$ cat src/hdl/dsks_pkg.sv
package dsks_pkg;

   // Fixed geometry of the engine.
   localparam int SECTOR_BYTES      = 256;
   localparam int SECTOR_COUNT_BITS = 16;
   localparam int ARG_DEPTH         = 256;
   localparam int QUEUE_DEPTH       = 2;
   localparam int CSR_ADDR_BITS     = 5;
   localparam int CSR_DATA_BITS     = 32;

   typedef enum logic [1:0] {
      ACT_LOAD  = 2'd0,
      ACT_DATA  = 2'd1,
      ACT_START = 2'd2
   } action_type;

   typedef enum logic [1:0] {
      REL_EQUAL      = 2'd0,
      REL_LOW_EQUAL  = 2'd1,
      REL_HIGH_EQUAL = 2'd2,
      REL_REFUSED    = 2'd3
   } relation_type;

   typedef enum logic [1:0] {
      SIGN_EQUAL = 2'd0,
      SIGN_LOW   = 2'd1,
      SIGN_HIGH  = 2'd2
   } sign_type;

   typedef enum logic [2:0] {
      ST_NO_HIT        = 3'd0,
      ST_HIT_EQUAL     = 3'd1,
      ST_HIT_NOT_EQUAL = 3'd2,
      ST_DONE_NO_HIT   = 3'd3,
      ST_REFUSED       = 3'd4
   } status_type;

   typedef enum logic [2:0] {
      REG_FIRST_KEY    = 3'd0,
      REG_KEY_LENGTH   = 3'd1,
      REG_LAST_KEY     = 3'd2,
      REG_KEY_GAP      = 3'd3,
      REG_RELATION     = 3'd4,
      REG_SCAN_SECTORS = 3'd5
   } reg_index_type;

   typedef struct packed {
      action_type action;
      logic [7:0] argument_index;
      logic [7:0] data_byte;
   } req_item_type;

   typedef struct packed {
      status_type  status;
      logic [7:0]  hit_offset;
      logic [15:0] sector_offset;
   } rsp_item_type;

   // Register contents shared by the front and back parts.
   typedef struct packed {
      logic [7:0]   first_key;
      logic [7:0]   key_length_minus_one;
      logic [7:0]   last_key;
      logic [7:0]   key_gap;
      relation_type relation;
      logic [15:0]  scan_sectors_minus_one;
   } cfg_type;

   // One classified item handed from the front part to the back part.
   typedef struct packed {
      action_type action;
      logic [7:0] data_byte;
      logic       key_active;
      logic       key_start;
      logic       key_end;
      logic [7:0] byte_pos;
      logic       sector_last;
      logic [7:0] arg_byte;
   } work_item_type;

   function automatic logic relation_met(relation_type rel, sign_type sign);
      logic met;
      case (rel)
         REL_EQUAL:      met = (sign == SIGN_EQUAL);
         REL_LOW_EQUAL:  met = (sign != SIGN_HIGH);
         REL_HIGH_EQUAL: met = (sign != SIGN_LOW);
         default:        met = 1'b0;
      endcase
      return met;
   endfunction

endpackage

$ cat src/hdl/dsks_ram.sv
module dsks_ram #(
   parameter int Width = 8,
   parameter int Depth = 256
) (
   input  logic                     clock,
   input  logic                     wr_en,
   input  logic [$clog2(Depth)-1:0] wr_addr,
   input  logic [Width-1:0]         wr_data,
   input  logic                     rd_en,
   input  logic [$clog2(Depth)-1:0] rd_addr,
   output logic [Width-1:0]         rd_data
);

   logic [Width-1:0] mem [Depth];
   logic [Width-1:0] rd_data_ff;

   // One write port and one registered read port.
   always_ff @(posedge clock) begin
      if (wr_en) begin
         mem[wr_addr] <= wr_data;
      end
      if (rd_en) begin
         rd_data_ff <= mem[rd_addr];
      end
   end

   assign rd_data = rd_data_ff;

endmodule

$ cat src/hdl/dsks_fifo.sv
module dsks_fifo #(
   parameter int Width = 8,
   parameter int Depth = 2
) (
   input  logic             clock,
   input  logic             reset,
   input  logic             wr_en,
   input  logic [Width-1:0] wr_data,
   output logic             is_full,
   input  logic             rd_en,
   output logic [Width-1:0] rd_data,
   output logic             is_empty
);

   localparam int PtrBits   = $clog2(Depth);
   localparam int CountBits = $clog2(Depth + 1);

   logic [Width-1:0]     slot_ff [Depth];
   logic [PtrBits-1:0]   wr_ptr_ff, wr_ptr_in;
   logic [PtrBits-1:0]   rd_ptr_ff, rd_ptr_in;
   logic [CountBits-1:0] count_ff, count_in;
   logic                 do_wr, do_rd;

   assign is_full  = (count_ff == CountBits'(Depth));
   assign is_empty = (count_ff == '0);
   assign do_wr    = wr_en && !is_full;
   assign do_rd    = rd_en && !is_empty;
   assign rd_data  = slot_ff[rd_ptr_ff];

   // Pointer and occupancy update.
   always_comb begin
      wr_ptr_in = wr_ptr_ff;
      rd_ptr_in = rd_ptr_ff;
      count_in  = count_ff;
      if (do_wr) begin
         wr_ptr_in = (wr_ptr_ff == PtrBits'(Depth - 1)) ? '0 : wr_ptr_ff + 1'b1;
      end
      if (do_rd) begin
         rd_ptr_in = (rd_ptr_ff == PtrBits'(Depth - 1)) ? '0 : rd_ptr_ff + 1'b1;
      end
      if (do_wr && !do_rd) begin
         count_in = count_ff + 1'b1;
      end else if (do_rd && !do_wr) begin
         count_in = count_ff - 1'b1;
      end
   end

   always_ff @(posedge clock) begin
      if (reset) begin
         wr_ptr_ff <= '0;
         rd_ptr_ff <= '0;
         count_ff  <= '0;
      end else begin
         wr_ptr_ff <= wr_ptr_in;
         rd_ptr_ff <= rd_ptr_in;
         count_ff  <= count_in;
      end
   end

   // Payload slots need no reset.
   always_ff @(posedge clock) begin
      if (do_wr) begin
         slot_ff[wr_ptr_ff] <= wr_data;
      end
   end

endmodule

$ cat src/hdl/dsks_front.sv
module dsks_front (
   input  logic                   clock,
   input  logic                   reset,
   input  dsks_pkg::cfg_type      cfg,
   input  logic                   push,
   output logic                   full,
   input  dsks_pkg::req_item_type req_item,
   output logic                   work_push,
   output dsks_pkg::work_item_type work_item,
   input  logic                   work_full
);
   import dsks_pkg::*;

   // Key position tracking.
   logic [7:0]  pos_ff, pos_in;
   logic [8:0]  next_start_ff, next_start_in;
   logic        in_key_ff, in_key_in;
   logic [8:0]  key_index_ff, key_index_in;

   // Classified item waiting for its argument byte.
   logic          held_valid_ff, held_valid_in;
   work_item_type held_ff, held_in;

   logic        accept;
   logic [8:0]  key_len;
   logic [9:0]  key_fit_sum;
   logic [10:0] next_sum;
   logic        key_start;
   logic        key_active;
   logic [8:0]  key_index;
   logic [8:0]  key_index_next;
   logic        key_end;
   logic        arg_wr;
   logic        arg_rd;
   logic [7:0]  arg_data;

   assign full      = held_valid_ff && work_full;
   assign accept    = push && !full;
   assign work_push = held_valid_ff && !work_full;
   assign arg_wr    = accept && (req_item.action == ACT_LOAD);
   assign arg_rd    = accept && (req_item.action == ACT_DATA);

   // The held item leaves with the argument byte read at its acceptance.
   always_comb begin
      work_item          = held_ff;
      work_item.arg_byte = arg_data;
   end

   // Where the current sector byte falls relative to the keys.
   assign key_len        = {1'b0, cfg.key_length_minus_one} + 9'd1;
   assign key_fit_sum    = {1'b0, next_start_ff} + {1'b0, key_len};
   assign key_start      = !in_key_ff && ({1'b0, pos_ff} == next_start_ff)
                           && (next_start_ff <= {1'b0, cfg.last_key})
                           && (key_fit_sum <= 10'(SECTOR_BYTES));
   assign key_active     = in_key_ff || key_start;
   assign key_index      = key_start ? 9'd0 : key_index_ff;
   assign key_index_next = key_index + 9'd1;
   assign key_end        = key_active && (key_index_next >= key_len);
   assign next_sum       = {2'b00, next_start_ff} + {2'b00, key_len}
                           + {3'b000, cfg.key_gap};

   always_comb begin
      pos_in        = pos_ff;
      next_start_in = next_start_ff;
      in_key_in     = in_key_ff;
      key_index_in  = key_index_ff;
      held_in       = held_ff;
      held_valid_in = held_valid_ff;

      if (work_push) begin
         held_valid_in = 1'b0;
      end

      if (accept) begin
         held_valid_in       = 1'b1;
         held_in.action      = req_item.action;
         held_in.data_byte   = req_item.data_byte;
         held_in.key_active  = key_active;
         held_in.key_start   = key_start;
         held_in.key_end     = key_end;
         held_in.byte_pos    = pos_ff;
         held_in.sector_last = (pos_ff == 8'(SECTOR_BYTES - 1));
         held_in.arg_byte    = '0;

         case (req_item.action)
            ACT_START: begin
               pos_in        = '0;
               next_start_in = {1'b0, cfg.first_key};
               in_key_in     = 1'b0;
               key_index_in  = '0;
            end
            ACT_DATA: begin
               // Step through the key, then on to the next key start.
               if (key_active) begin
                  if (key_end) begin
                     in_key_in     = 1'b0;
                     next_start_in = (next_sum > 11'd511) ? 9'd511 : next_sum[8:0];
                  end else begin
                     in_key_in    = 1'b1;
                     key_index_in = key_index_next;
                  end
               end
               // Sector end restarts the key layout.
               if (pos_ff == 8'(SECTOR_BYTES - 1)) begin
                  pos_in        = '0;
                  next_start_in = {1'b0, cfg.first_key};
                  in_key_in     = 1'b0;
                  key_index_in  = '0;
               end else begin
                  pos_in = pos_ff + 8'd1;
               end
            end
            default: ;
         endcase
      end
   end

   always_ff @(posedge clock) begin
      if (reset) begin
         pos_ff        <= '0;
         next_start_ff <= '0;
         in_key_ff     <= 1'b0;
         key_index_ff  <= '0;
         held_valid_ff <= 1'b0;
      end else begin
         pos_ff        <= pos_in;
         next_start_ff <= next_start_in;
         in_key_ff     <= in_key_in;
         key_index_ff  <= key_index_in;
         held_valid_ff <= held_valid_in;
      end
   end

   always_ff @(posedge clock) begin
      held_ff <= held_in;
   end

   // Search argument store; a sector byte reads the entry for its key position.
   dsks_ram #(
      .Width (8),
      .Depth (ARG_DEPTH)
   ) u_arg_ram (
      .clock   (clock),
      .wr_en   (arg_wr),
      .wr_addr (req_item.argument_index),
      .wr_data (req_item.data_byte),
      .rd_en   (arg_rd),
      .rd_addr (key_index[7:0]),
      .rd_data (arg_data)
   );

endmodule

$ cat src/hdl/dsks_back.sv
module dsks_back #(
   parameter int SectorCountBits = dsks_pkg::SECTOR_COUNT_BITS
) (
   input  logic                    clock,
   input  logic                    reset,
   input  dsks_pkg::cfg_type       cfg,
   input  logic                    work_empty,
   input  dsks_pkg::work_item_type work_item,
   output logic                    work_pop,
   output logic                    rsp_push,
   output dsks_pkg::rsp_item_type  rsp_data,
   input  logic                    rsp_full
);
   import dsks_pkg::*;

   localparam int CmpBits = (SectorCountBits > 16) ? SectorCountBits : 16;

   logic                       scan_ff, scan_in;
   sign_type                   sign_ff, sign_in;
   logic                       hit_ff, hit_in;
   logic                       hit_equal_ff, hit_equal_in;
   logic [7:0]                 hit_pos_ff, hit_pos_in;
   logic [SectorCountBits-1:0] count_ff, count_in;

   logic         take;
   logic         result_valid;
   rsp_item_type result;
   sign_type     sign_eff;
   logic [9:0]   geometry_sum;
   logic         last_sector;
   logic [CmpBits-1:0] count_wide;

   assign take         = !work_empty && !rsp_full;
   assign work_pop     = take;
   assign rsp_push     = take && result_valid;
   assign rsp_data     = result;
   assign geometry_sum = {2'b00, cfg.first_key} + {2'b00, cfg.key_length_minus_one} + 10'd1;
   assign count_wide   = CmpBits'(count_ff);
   assign last_sector  = (count_wide == CmpBits'(cfg.scan_sectors_minus_one));

   always_comb begin
      scan_in      = scan_ff;
      sign_in      = sign_ff;
      hit_in       = hit_ff;
      hit_equal_in = hit_equal_ff;
      hit_pos_in   = hit_pos_ff;
      count_in     = count_ff;
      result_valid = 1'b0;
      result       = '0;
      sign_eff     = work_item.key_start ? SIGN_EQUAL : sign_ff;

      if (take) begin
         case (work_item.action)
            ACT_START: begin
               // Refuse a bad relation or a first key that overruns the sector.
               if (cfg.relation == REL_REFUSED || geometry_sum > 10'(SECTOR_BYTES)) begin
                  scan_in       = 1'b0;
                  result_valid  = 1'b1;
                  result.status = ST_REFUSED;
               end else begin
                  scan_in      = 1'b1;
                  hit_in       = 1'b0;
                  hit_equal_in = 1'b0;
                  hit_pos_in   = '0;
                  count_in     = '0;
                  sign_in      = SIGN_EQUAL;
               end
            end
            ACT_DATA: begin
               if (scan_ff) begin
                  // Byte compare until the first difference decides the key.
                  if (work_item.key_active && !hit_ff) begin
                     if (sign_eff == SIGN_EQUAL) begin
                        if (work_item.data_byte < work_item.arg_byte) begin
                           sign_eff = SIGN_LOW;
                        end else if (work_item.data_byte > work_item.arg_byte) begin
                           sign_eff = SIGN_HIGH;
                        end
                     end
                     sign_in = sign_eff;
                     if (work_item.key_end && relation_met(cfg.relation, sign_eff)) begin
                        hit_in       = 1'b1;
                        hit_equal_in = (sign_eff == SIGN_EQUAL);
                        hit_pos_in   = work_item.byte_pos;
                     end
                  end

                  // Sector end reports and either goes on or idles.
                  if (work_item.sector_last) begin
                     result_valid         = 1'b1;
                     result.sector_offset = count_wide[15:0];
                     sign_in              = SIGN_EQUAL;
                     if (hit_in) begin
                        result.status     = hit_equal_in ? ST_HIT_EQUAL : ST_HIT_NOT_EQUAL;
                        result.hit_offset = hit_pos_in;
                        scan_in           = 1'b0;
                     end else if (last_sector) begin
                        result.status = ST_DONE_NO_HIT;
                        scan_in       = 1'b0;
                     end else begin
                        result.status = ST_NO_HIT;
                        if (!(&count_ff)) begin
                           count_in = count_ff + 1'b1;
                        end
                     end
                  end
               end
            end
            default: ;
         endcase
      end
   end

   always_ff @(posedge clock) begin
      if (reset) begin
         scan_ff      <= 1'b0;
         sign_ff      <= SIGN_EQUAL;
         hit_ff       <= 1'b0;
         hit_equal_ff <= 1'b0;
         hit_pos_ff   <= '0;
         count_ff     <= '0;
      end else begin
         scan_ff      <= scan_in;
         sign_ff      <= sign_in;
         hit_ff       <= hit_in;
         hit_equal_ff <= hit_equal_in;
         hit_pos_ff   <= hit_pos_in;
         count_ff     <= count_in;
      end
   end

endmodule

$ cat src/hdl/disk_sector_key_scan.sv
// Disk key-search scan engine.
// Input queue (push, full, req_item): load argument bytes, start a scan, then
// stream sector bytes, 256 to a sector. An item is taken at a clock edge with
// push high and full low. Results leave through an output queue (empty, pop,
// rsp_item): the oldest result is shown while empty is low and is taken at an
// edge with pop high. One result comes for each refused start and at the end
// of every scanned sector.
// Throughput is one item per cycle while full is low; results pass the front
// part's held register and the two queues. The front part classifies each
// sector byte against the key layout and reads the argument store, which
// has one registered read port; the back part compares and reports.
// When pop stays low, the output queue and then the two-entry queue between
// front and back fill, and full rises; nothing is dropped.
// Reset empties both queues, stops any scan and sets the registers to their
// defaults; the argument store holds nothing defined until it is loaded.
// Registers on the APB-style port lie at byte addresses 0, 4, ..., 20.
module disk_sector_key_scan #(
   parameter int SectorCountBits = dsks_pkg::SECTOR_COUNT_BITS
) (
   input  logic                                 clock,
   input  logic                                 reset,
   input  logic                                 push,
   output logic                                 full,
   input  dsks_pkg::req_item_type               req_item,
   output logic                                 empty,
   input  logic                                 pop,
   output dsks_pkg::rsp_item_type               rsp_item,
   input  logic                                 psel,
   input  logic                                 penable,
   input  logic                                 pwrite,
   input  logic [dsks_pkg::CSR_ADDR_BITS-1:0]   paddr,
   input  logic [dsks_pkg::CSR_DATA_BITS-1:0]   pwdata,
   output logic [dsks_pkg::CSR_DATA_BITS-1:0]   prdata,
   output logic                                 pready
);
   import dsks_pkg::*;

   cfg_type       cfg_ff, cfg_in;
   reg_index_type reg_index;
   logic          csr_write;

   logic          work_push, work_full, work_empty, work_pop;
   work_item_type work_in_item, work_out_item;
   logic          rsp_push, rsp_full;
   rsp_item_type  rsp_data;

   assign pready    = 1'b1;
   assign csr_write = psel && penable && pwrite && pready;
   assign reg_index = reg_index_type'(paddr[CSR_ADDR_BITS-1:2]);

   // Register writes.
   always_comb begin
      cfg_in = cfg_ff;
      if (csr_write) begin
         case (reg_index)
            REG_FIRST_KEY:    cfg_in.first_key              = pwdata[7:0];
            REG_KEY_LENGTH:   cfg_in.key_length_minus_one   = pwdata[7:0];
            REG_LAST_KEY:     cfg_in.last_key               = pwdata[7:0];
            REG_KEY_GAP:      cfg_in.key_gap                = pwdata[7:0];
            REG_RELATION:     cfg_in.relation               = relation_type'(pwdata[1:0]);
            REG_SCAN_SECTORS: cfg_in.scan_sectors_minus_one = pwdata[15:0];
            default: ;
         endcase
      end
   end

   // Register reads.
   always_comb begin
      case (reg_index)
         REG_FIRST_KEY:    prdata = {24'd0, cfg_ff.first_key};
         REG_KEY_LENGTH:   prdata = {24'd0, cfg_ff.key_length_minus_one};
         REG_LAST_KEY:     prdata = {24'd0, cfg_ff.last_key};
         REG_KEY_GAP:      prdata = {24'd0, cfg_ff.key_gap};
         REG_RELATION:     prdata = {30'd0, cfg_ff.relation};
         REG_SCAN_SECTORS: prdata = {16'd0, cfg_ff.scan_sectors_minus_one};
         default:          prdata = '0;
      endcase
   end

   always_ff @(posedge clock) begin
      if (reset) begin
         cfg_ff.first_key              <= '0;
         cfg_ff.key_length_minus_one   <= '0;
         cfg_ff.last_key               <= 8'd255;
         cfg_ff.key_gap                <= '0;
         cfg_ff.relation               <= REL_EQUAL;
         cfg_ff.scan_sectors_minus_one <= '0;
      end else begin
         cfg_ff <= cfg_in;
      end
   end

   dsks_front u_front (
      .clock     (clock),
      .reset     (reset),
      .cfg       (cfg_ff),
      .push      (push),
      .full      (full),
      .req_item  (req_item),
      .work_push (work_push),
      .work_item (work_in_item),
      .work_full (work_full)
   );

   // Short queue between the front and back parts.
   dsks_fifo #(
      .Width ($bits(work_item_type)),
      .Depth (QUEUE_DEPTH)
   ) u_work_queue (
      .clock    (clock),
      .reset    (reset),
      .wr_en    (work_push),
      .wr_data  (work_in_item),
      .is_full  (work_full),
      .rd_en    (work_pop),
      .rd_data  (work_out_item),
      .is_empty (work_empty)
   );

   dsks_back #(
      .SectorCountBits (SectorCountBits)
   ) u_back (
      .clock      (clock),
      .reset      (reset),
      .cfg        (cfg_ff),
      .work_empty (work_empty),
      .work_item  (work_out_item),
      .work_pop   (work_pop),
      .rsp_push   (rsp_push),
      .rsp_data   (rsp_data),
      .rsp_full   (rsp_full)
   );

   // Result queue toward the receiver.
   dsks_fifo #(
      .Width ($bits(rsp_item_type)),
      .Depth (QUEUE_DEPTH)
   ) u_rsp_queue (
      .clock    (clock),
      .reset    (reset),
      .wr_en    (rsp_push),
      .wr_data  (rsp_data),
      .is_full  (rsp_full),
      .rd_en    (pop),
      .rd_data  (rsp_item),
      .is_empty (empty)
   );

endmodule

$ cat config.mk
export PLATFORM = sky130hd
export DESIGN_NAME = disk_sector_key_scan
export DESIGN_NICKNAME = d
export VERILOG_FILES = /design/src/hdl/dsks_pkg.sv /design/src/hdl/dsks_ram.sv /design/src/hdl/dsks_fifo.sv /design/src/hdl/dsks_front.sv /design/src/hdl/dsks_back.sv /design/src/hdl/disk_sector_key_scan.sv
export SDC_FILE = /design/constraint.sdc
export NUM_CORES = 2
export LEC_CHECK = 0
export BUFFER_PORTS_ARGS = -buffer_cell sky130_fd_sc_hd__buf_2
export CAP_MARGIN = 25
export CORE_ASPECT_RATIO = 0.9
export CORE_MARGIN = 2
export CORE_UTILIZATION = 30
export DETAILED_ROUTE_END_ITERATION = 12
export GPL_ROUTABILITY_DRIVEN = 0
export GPL_TIMING_DRIVEN = 0
export HOLD_SLACK_MARGIN = 0.06
export PLACE_DENSITY_LB_ADDON = 0.12
export SKIP_LAST_GASP = 1
export SLEW_MARGIN = 10
export SYNTH_ARGS = -nofsm -noshare
export SYNTH_HDL_FRONTEND = slang
export SYNTH_HIERARCHICAL = 1
export SYNTH_SLANG_ARGS = --single-unit
$ cat constraint.sdc
create_clock -name clock -period 11.5 [get_ports clock]
set_input_delay 0.575 -clock clock [delete_from_list [all_inputs] [get_ports clock]]
set_output_delay 0.575 -clock clock [all_outputs]
set_load 0.005 [all_outputs]
After elaboration in Yosys (flattened, before gate mapping)
Memory sizes are Yosys's and may differ from the RTL's. A register that Yosys moved wholly into a read port is not among the register bits. Cells that the tools add are included.

Bits in registers: 137. Latch bits: 0. Memory bits (writable): 2162. Bits in read-only memories: 0. Input bits: 62. Output and inout bits: 62. Logic and storage cells: 252. Memories: 3.

$add $sub $neg: 17. $mul: 0. Divide/modulo/power cells: 0. $lt $le $gt $ge: 7. Equality and inequality tests: 29. Shifts and indexed selects: 0. Mux-type cells: 103. Bitwise logic cells: 0. Reductions and logical operators: 63.

Memories: u_front.u_arg_ram.mem (depth 256, width 8, read ports 1, clocked after Yosys merged registers in 1, write ports 1, RTL line dsks_ram.sv:14) `logic [Width-1:0] mem [Depth];`; u_work_queue.slot_ff (depth 2, width 30, read ports 1, clocked after Yosys merged registers in 1, write ports 1, RTL line dsks_fifo.sv:18) `logic [Width-1:0] slot_ff [Depth];`; u_rsp_queue.slot_ff (depth 2, width 27, read ports 1, clocked after Yosys merged registers in 1, write ports 1, RTL line dsks_fifo.sv:18).

Operators by type and width (count): 16-bit two-way mux (6); 16-bit case mux with 6 select lines (1); 27-bit two-way mux (3); 9-bit two-way mux (8); 8-bit two-way mux (6); 1-bit two-way mux (45); 2-bit two-way mux (18); 9-bit case mux with 2 select lines (2); 16-bit case mux with 2 select lines (1); 8-bit case mux with 2 select lines (2); 24-bit two-way mux (1); 1-bit logical AND (23); 9-bit by 9-bit adder with 10-bit output (2); 16-bit by 1-bit adder with 16-bit output (second input constant) (1); 16-bit == test (1); 16-bit AND reduction (1); 2-bit AND reduction (8); 2-bit == test (second input constant) (6); 2-bit zero test (6); 4-bit AND reduction (3); 11-bit by 8-bit adder with 11-bit output (1); 11-bit by 9-bit > comparator with 1-bit output (second input constant) (1); 1-bit zero test (11); 10-bit by 1-bit adder with 10-bit output (second input constant) (1); other kinds (35) (61).

Depth between registers and ports, before layout
Word-level depth: 26. Gate-level depth with buffers: 26. Gate-level depth less buffers: 25.

Hierarchy
Netlist, hierarchy kept.

By module, submodules not included: dsks_ram (instances 1, cells an instance 3733, area an instance 79636.4 µm², sequential area each 61739.2 µm²); dsks_front (instances 1, cells an instance 448, area an instance 3893.7 µm², sequential area each 1221.2 µm²); dsks_back (instances 1, cells an instance 349, area an instance 2802.7 µm², sequential area each 580.6 µm²); disk_sector_key_scan (instances 1, cells an instance 274, area an instance 2618.8 µm², sequential area each 1001.0 µm²); dsks_fifo (u_work_queue) (instances 1, cells an instance 118, area an instance 2372.3 µm², sequential area each 1901.8 µm²); dsks_fifo (u_rsp_queue) (instances 1, cells an instance 109, area an instance 2163.3 µm², sequential area each 1721.7 µm²).

Worst setup path after synthesis
Ideal clock, no wire load.

Kind: register to register. From: reg cfg_ff[35] (netlist name). To: reg u_front.key_index_ff[7]. Setup time: 0.057 ns. Data arrival time: 4.959 ns. Required time: 11.443 ns. Path slack: 6.484 ns. Stages on the path, launching flop included: 25. Buffers on the path: 2. Clock period less this slack: 5.016 ns. Cell sequence: dfxtp_1 ha_1 xor2_1 ha_1 a21oi_2 a21oi_2 o41ai_1 xnor2_1 o21ai_2 and2_4 buf_12 nor2b_1 ha_1 and3_1 and3_1 nand3_1 xor2_1 nor2_1 ha_1 a21o_1 a31oi_1 and3_1 clkbuf_1 a21o_1 a21o_1.

Word-level cells in the longest chain between the ends: 10. Elaborated cells between the ends (all ways): 16. Those cells by class: add/sub: 3; order compare: 2; eq/ne: 2; mux: 5; reduce/logical: 4.

RTL lines: from (decl) (RTL line disk_sector_key_scan.sv:38) `cfg_type cfg_ff, cfg_in;`; from (signal assigned) (RTL line disk_sector_key_scan.sv:89) `cfg_ff <= cfg_in;`; 8-bit by 1-bit adder with 9-bit output * (RTL line dsks_front.sv:50) `assign key_len = {1'b0, cfg.key_length_minus_one} + 9'd1;`; 9-bit by 9-bit adder with 10-bit output * (RTL line dsks_front.sv:51) `assign key_fit_sum = {1'b0, next_start_ff} + {1'b0, key_len};`; 10-bit by 9-bit less-or-equal comparator with 1-bit output * (RTL line dsks_front.sv:54) `&& (key_fit_sum <= 10'(SECTOR_BYTES));`; 1-bit logical AND * (RTL line dsks_front.sv:54); 9-bit two-way mux * (RTL line dsks_front.sv:56) `assign key_index = key_start ? 9'd0 : key_index_ff;`; net u_front.key_index[0] (RTL line dsks_front.sv:30) `logic [8:0] key_index;`; 9-bit by 1-bit adder with 9-bit output * (RTL line dsks_front.sv:57) `assign key_index_next = key_index + 9'd1;`; 9-bit >= comparator or 9-bit two-way mux (tied branches) (RTL line dsks_front.sv:58, dsks_front.sv:95); 1-bit logical AND or 9-bit two-way mux (tied branches) (RTL line dsks_front.sv:58, dsks_front.sv:94); 3-bit inequality test (no line) or 9-bit two-way mux (tied branches); 4-bit AND reduction (no line) or 9-bit case mux with 2 select lines (tied branches); to (signal assigned) (RTL line dsks_front.sv:129) `key_index_ff <= key_index_in;`; to (decl) (RTL line dsks_front.sv:18) `logic [8:0] key_index_ff, key_index_in;`.

The timed path passes the listed nets; every way through them passes the cells marked *. The select of a mux whose other input is x is not followed. A chain may end at the register's enable or synchronous reset.

Final worst setup path
From: reg cfg_ff[35] (netlist name). To: reg u_front.u_arg_ram.rd_data_ff[2], in the netlist u_front/u_arg_ram/rd_data[2], read port of u_front.u_arg_ram.mem, data pin.

Word-level cells in the longest chain between the ends: 5.

RTL lines: 8-bit by 1-bit adder with 9-bit output (RTL line dsks_front.sv:50); 9-bit by 9-bit adder with 10-bit output (RTL line dsks_front.sv:51); 10-bit by 9-bit less-or-equal comparator with 1-bit output (RTL line dsks_front.sv:54); 1-bit logical AND (RTL line dsks_front.sv:54); 9-bit two-way mux (RTL line dsks_front.sv:56); net u_front.key_index[2] (RTL line dsks_front.sv:30); to (decl) (RTL line dsks_ram.sv:15) `logic [Width-1:0] rd_data_ff;`.

The timed path passes the listed nets, and every way through them passes these cells.

==> results.txt <==
- In the global route stage, overall resource usage came out at 20.4%.
- In this run the worst path has a maximum fanout of 10.
- In this run, the combinational gates consume under 10% of the power.
- Wire length per cell: around 33 um
- Max cap viols: 0
- The worst register-to-register path ends at u_front/u_arg_ram/rd_data[2].
- Static timing analysis puts the maximum clock frequency at approximately 120 MHz.
* CTS root buf: sky130_fd_sc_hd__clkbuf_16
- Share of synthesized flip-flops with an asynchronous set or reset: 0%
- In this run the count of I/O pins placed on the die edge is 124.
* LEAKAGE: 33.6 nW
* Power density of the placed cells: between 150 and 200 nW/um^2
- Number of filler cells placed in the layout: 29.3k
* Placeable core area: about 310,000 um^2
- The count of buffers added on input and output ports is 83.
- Once detail routing completed, the nets flagged for antenna violations numbered 0.
- Sum of negative setup slack: 0 ns
- Min cycle time layout: 8.20 ns
* Arrival time reported for the critical path endpoint: 8.72 ns
- Setup slack on the worst reg-to-reg path comes out at ~3.3 ns.
- The startpoint identified for the worst register-to-register timing path is cfg_ff[35].
* PostCTS Resize Cnt: 0
- TritonCTS built the clock tree.
* Number of hold-slack violations in the final timing report: 0
- Starting utilization of the core area: between 30% and 40%
- Number of rows created at floorplan: slightly below 200
* Vias per cell: 5.29
* Proportion of power drawn by flip-flops and latches: between 50% and 60%
* Layout cell share with drive strength beyond 1: a little under a quarter
- Headroom to the max-slew limit came out at 10.7%.
* Peak supply drop: between 100 and 150 uV
- Before antenna repair, the detailed router went through 5 iterations.
* Number of nets in the finished design: roughly 5.7k
* Sequential area share after synthesis: roughly 73%
* Largest area contributor in the synthesized netlist: sky130_fd_sc_hd__edfxtp_1
* Placed wire-length estimate after detailed placement: about 230,000 um
- In the synthesized netlist the dominant register cell turns out to be sky130_fd_sc_hd__edfxtp_1.
* Portion of synthesized cell area occupied by the leading cell type: a little over 70%
- After global routing the overflow that remains totals 0.
* Floorplan die height: about 530 um
- Mean cell area of the mapped netlist: 18.6 um^2
- For this run, design rule violations remaining after detail routing come to 0.
- Count of flip-flops with a built-in enable after synthesis: approximately 2.2k
- Horizontal die dimension: ~590 um
- Synth Warn #: 6
- In the synthesized netlist, the number of instances is between 5k and 6k.
- Count of state elements after synthesis: 2,309
- Depth of the CTS H-tree: 4
- Number of global-route vias before repair: ~51k
- Antenna violations before repair: 31
- Total die area: roughly 320,000 um^2
* Final setup skew: between 0.07 and 0.08 ns
* TritonCTS buffer count: between 200 and 250
- First DRT Iteration DRCs: between 5k and 6k
- The completed layout was analyzed and its total power is 17.7 mW.
- The cell area that synthesis handed to floorplanning was 93,500 um^2.
* Net Sw Power: ~3.8 mW
* Largest net degree at the start of global routing: approximately 120
- The routed layout has around 52k vias.
- The tree built by TritonCTS fans out to between 2k and 2.5k sinks.
* Crit path capture type: flip-flop
* Final setup vio count: 0
* Max Root-Sink Buffers: 4
- WS Path Type: flip-flop to flip-flop
- Ratio of final minimum period to clock period: 71.3%
* Status: complete, no violations
- Hold WC Path Type: primary input to flip-flop
* CP Data Required Time: ~12 ns
* Switching Share: a little over a fifth
- Setup crit start: cfg_ff[35]
- Register-to-Register Path Depth: 20
- Total routed wirelength: about 330,000 um
- The later pin in the worst-skew pair is clocked with a latency of roughly 0.90 ns.
- For the pin with the worst max-slew slack, the measured transition is about 1.3 ns.
- Clock-pin slew was measured on the worst setup and hold paths at approximately 0.060 ns.
- The number of max-slew violations in the final report was 0.
- Top post-synthesis cells by area: sky130_fd_sc_hd__edfxtp_1 70%, sky130_fd_sc_hd__mux4_2 11%, sky130_fd_sc_hd__dfxtp_1 2.5%
- Clock share of power: a little over two fifths
* Startpoint types: flip-flop
* Internal power contribution: around 14 mW
- CP Capture Point: u_front/u_arg_ram/rd_data[2]
- Setup repair after global routing left no endpoint under its margin.
* Layout Area Growth over Synthesis: 16.5%
- Wire length of the first global-routing pass: between 400,000 and 500,000 um
* Count of unique library cells instantiated by Yosys: 100
kinds of logic after synthesis:
family	after synthesis	share of synthesized area, %
flops	2309	72.9
simple gates	866	4.67
mux	717	13.9
compound gates	608	4.50
buf+inv	396	2.37
fa+ha+maj	78	1.13
xor+xnor	55	0.515
other cells	2	0.00803
placed cells by master (no fill, tap or decap), drive strengths merged, types with 29 or more instances in the layout:
cell / count
nor4: 38
a22oi: 139
clkbuf: 437
a21oi: 160
nor2: 377
o221ai: 50
buf: 359
ha: 67
inv: 99
and2: 30
nor2b: 48
nand3: 59
mux2i: 193
o21ai: 57
o22ai: 37
nand2b: 77
mux2: 67
nand4: 29
nand2: 71
edfxtp: 2192
mux4: 457
nor3: 39
xor2: 41
clkinv: 123
dfxtp: 117
state kept, by name (all words and copies together) (netlist names), 8 cells and up, named ones only:
register                   cells
u_front/u_arg_ram/mem       2048
u_work_queue/slot_ff          60
u_rsp_queue/slot_ff           54
cfg_ff                        50
u_front/work_item             22
u_back/count_ff               16
u_front/key_index_ff           9
u_front/next_start_ff          9
u_back/hit_pos_ff              8
u_front/pos_ff                 8
u_front/u_arg_ram/rd_data      8
stage by stage:
| stage | setup slack [ns] | instances | instance area, um^2 | util, % | hold slack [ns] |
|---|---|---|---|---|---|
| finish | 3.30 | 9841 | 109000 | 35.1 | 0.100 |
| global route | 2.96 | 9834 | 109000 | 35.1 | 0.0801 |
| CTS | 3.09 | 9814 | 109000 | 35.1 | 0.0656 |
| detailed placement | 3.12 | 9337 | 101000 | 32.5 | 0.430 |
| global placement | 1.62 | 9245 | 99100 | 31.9 | 0.422 |
| floorplan | 6.48 | 5046 | 93500 | - | 0.421 |
area by class of cell:
cell class | count | area, um^2 | area share [%]
clock buffer | 303 | 6500 | 5.97
sequential | 2309 | 68200 | 62.6
multi-input combinational | 2341 | 23300 | 21.4
timing repair buffer | 217 | 2330 | 2.14
tap | 4116 | 5150 | 4.73
clock inverter | 150 | 1200 | 1.10
inverter | 95 | 357 | 0.327
buffer | 301 | 1910 | 1.76
antenna | 9 | 22.5 | 0.0207
Yosys cell counts, drive strengths merged, types with 6 or more instances:
| cell type | count |
|---|---|
| o32ai | 6 |
| edfxtp | 2192 |
| o211ai | 15 |
| mux4 | 457 |
| a22o | 9 |
| xnor2 | 14 |
| nand3 | 59 |
| and2 | 30 |
| a221oi | 18 |
| nor2b | 48 |
| nor4 | 38 |
| o22a | 6 |
| or2 | 9 |
| a2111oi | 7 |
| o221ai | 50 |
| and3 | 22 |
| nand2 | 71 |
| nand4 | 29 |
| xor2 | 41 |
| fa | 11 |
| o22ai | 37 |
| mux2 | 67 |
| mux2i | 193 |
| nor3 | 39 |
| o31ai | 11 |
| clkbuf | 133 |
| nor2 | 377 |
| a22oi | 139 |
| nand4b | 10 |
| buf | 168 |
| a21o | 15 |
| ha | 67 |
| o21a | 7 |
| or4 | 8 |
| o21ai | 57 |
| or3 | 11 |
| and3b | 6 |
| nand2b | 77 |
| a211oi | 23 |
| o2bb2ai | 10 |
| a21oi | 160 |
| inv | 94 |
| nand3b | 10 |
| dfxtp | 117 |
layer usage:
layer | wire [um] | vias up | part of all wire, % | track usage [%]
li1 | - | 21400 | - | -
met1 | 145000 | 28200 | 44 | 29.1
met2 | 151000 | 2020 | 46 | 32.1
met3 | 24100 | 411 | 7.3 | 3.83
met4 | 8430 | 14 | 2.6 | 5.08
met5 | 88 | - | 0.027 | 0
worst min path at each step:
stage	start	to	slack [ns]	depth (start not counted)
after global placement	u_front/work_item[20]	u_work_queue/slot_ff[0][20]	0.42	0
after global routing	req_item[2]	u_front/u_arg_ram/mem[175][2]	0.08	1
final	req_item[2]	u_front/u_arg_ram/mem[175][2]	0.10	1
after floorplan	u_front/u_arg_ram/rd_data[0]	u_work_queue/slot_ff[0][0]	0.42	0
after detailed placement	u_front/work_item[25]	u_work_queue/slot_ff[0][25]	0.43	0
after CTS	req_item[6]	u_front/u_arg_ram/mem[147][6]	0.07	1
power by group through the flow:
stage | Sequential [mW] | Clock (mW) | Combinational (mW)
final | 9.28 | 7.75 | 0.669
after global routing | 9.28 | 8.25 | 0.734
after CTS | 9.28 | 7.94 | 0.682
after detailed placement | 9.46 | 0 | 0.672
after global placement | 9.49 | 0 | 0.638
after floorplan | 9.45 | 0 | 0.345
what timing repair did:
action | CTS | global route
hold buffers | 24 | 0
setup buffers | 0 | 0
hold endpoints to repair | 113 | 0
endpoints found under the setup margin | 0 | 0
worst max-delay path: stages (launching register included):
cell                       delay, ns
sky130_fd_sc_hd__dfxtp_1        0.51
sky130_fd_sc_hd__ha_1           0.27
sky130_fd_sc_hd__nand3_1        0.10
sky130_fd_sc_hd__xnor2_1        0.36
sky130_fd_sc_hd__ha_1           0.33
sky130_fd_sc_hd__a21o_1         0.19
sky130_fd_sc_hd__o41ai_1        0.47
sky130_fd_sc_hd__xnor2_1        0.24
sky130_fd_sc_hd__o21ai_2        0.14
sky130_fd_sc_hd__and2_4         0.18
sky130_fd_sc_hd__buf_12         0.14
sky130_fd_sc_hd__nor2_1         0.55
sky130_fd_sc_hd__buf_2          0.60
sky130_fd_sc_hd__and2_1         0.20
sky130_fd_sc_hd__buf_1          0.42
sky130_fd_sc_hd__buf_8          0.22
sky130_fd_sc_hd__clkbuf_2       0.68
sky130_fd_sc_hd__a22oi_1        0.35
sky130_fd_sc_hd__a21oi_1        0.63
sky130_fd_sc_hd__nor3_1         0.18
sky130_fd_sc_hd__nor4_2         1.01
Note: power is estimated with default switching activity, not from simulation.
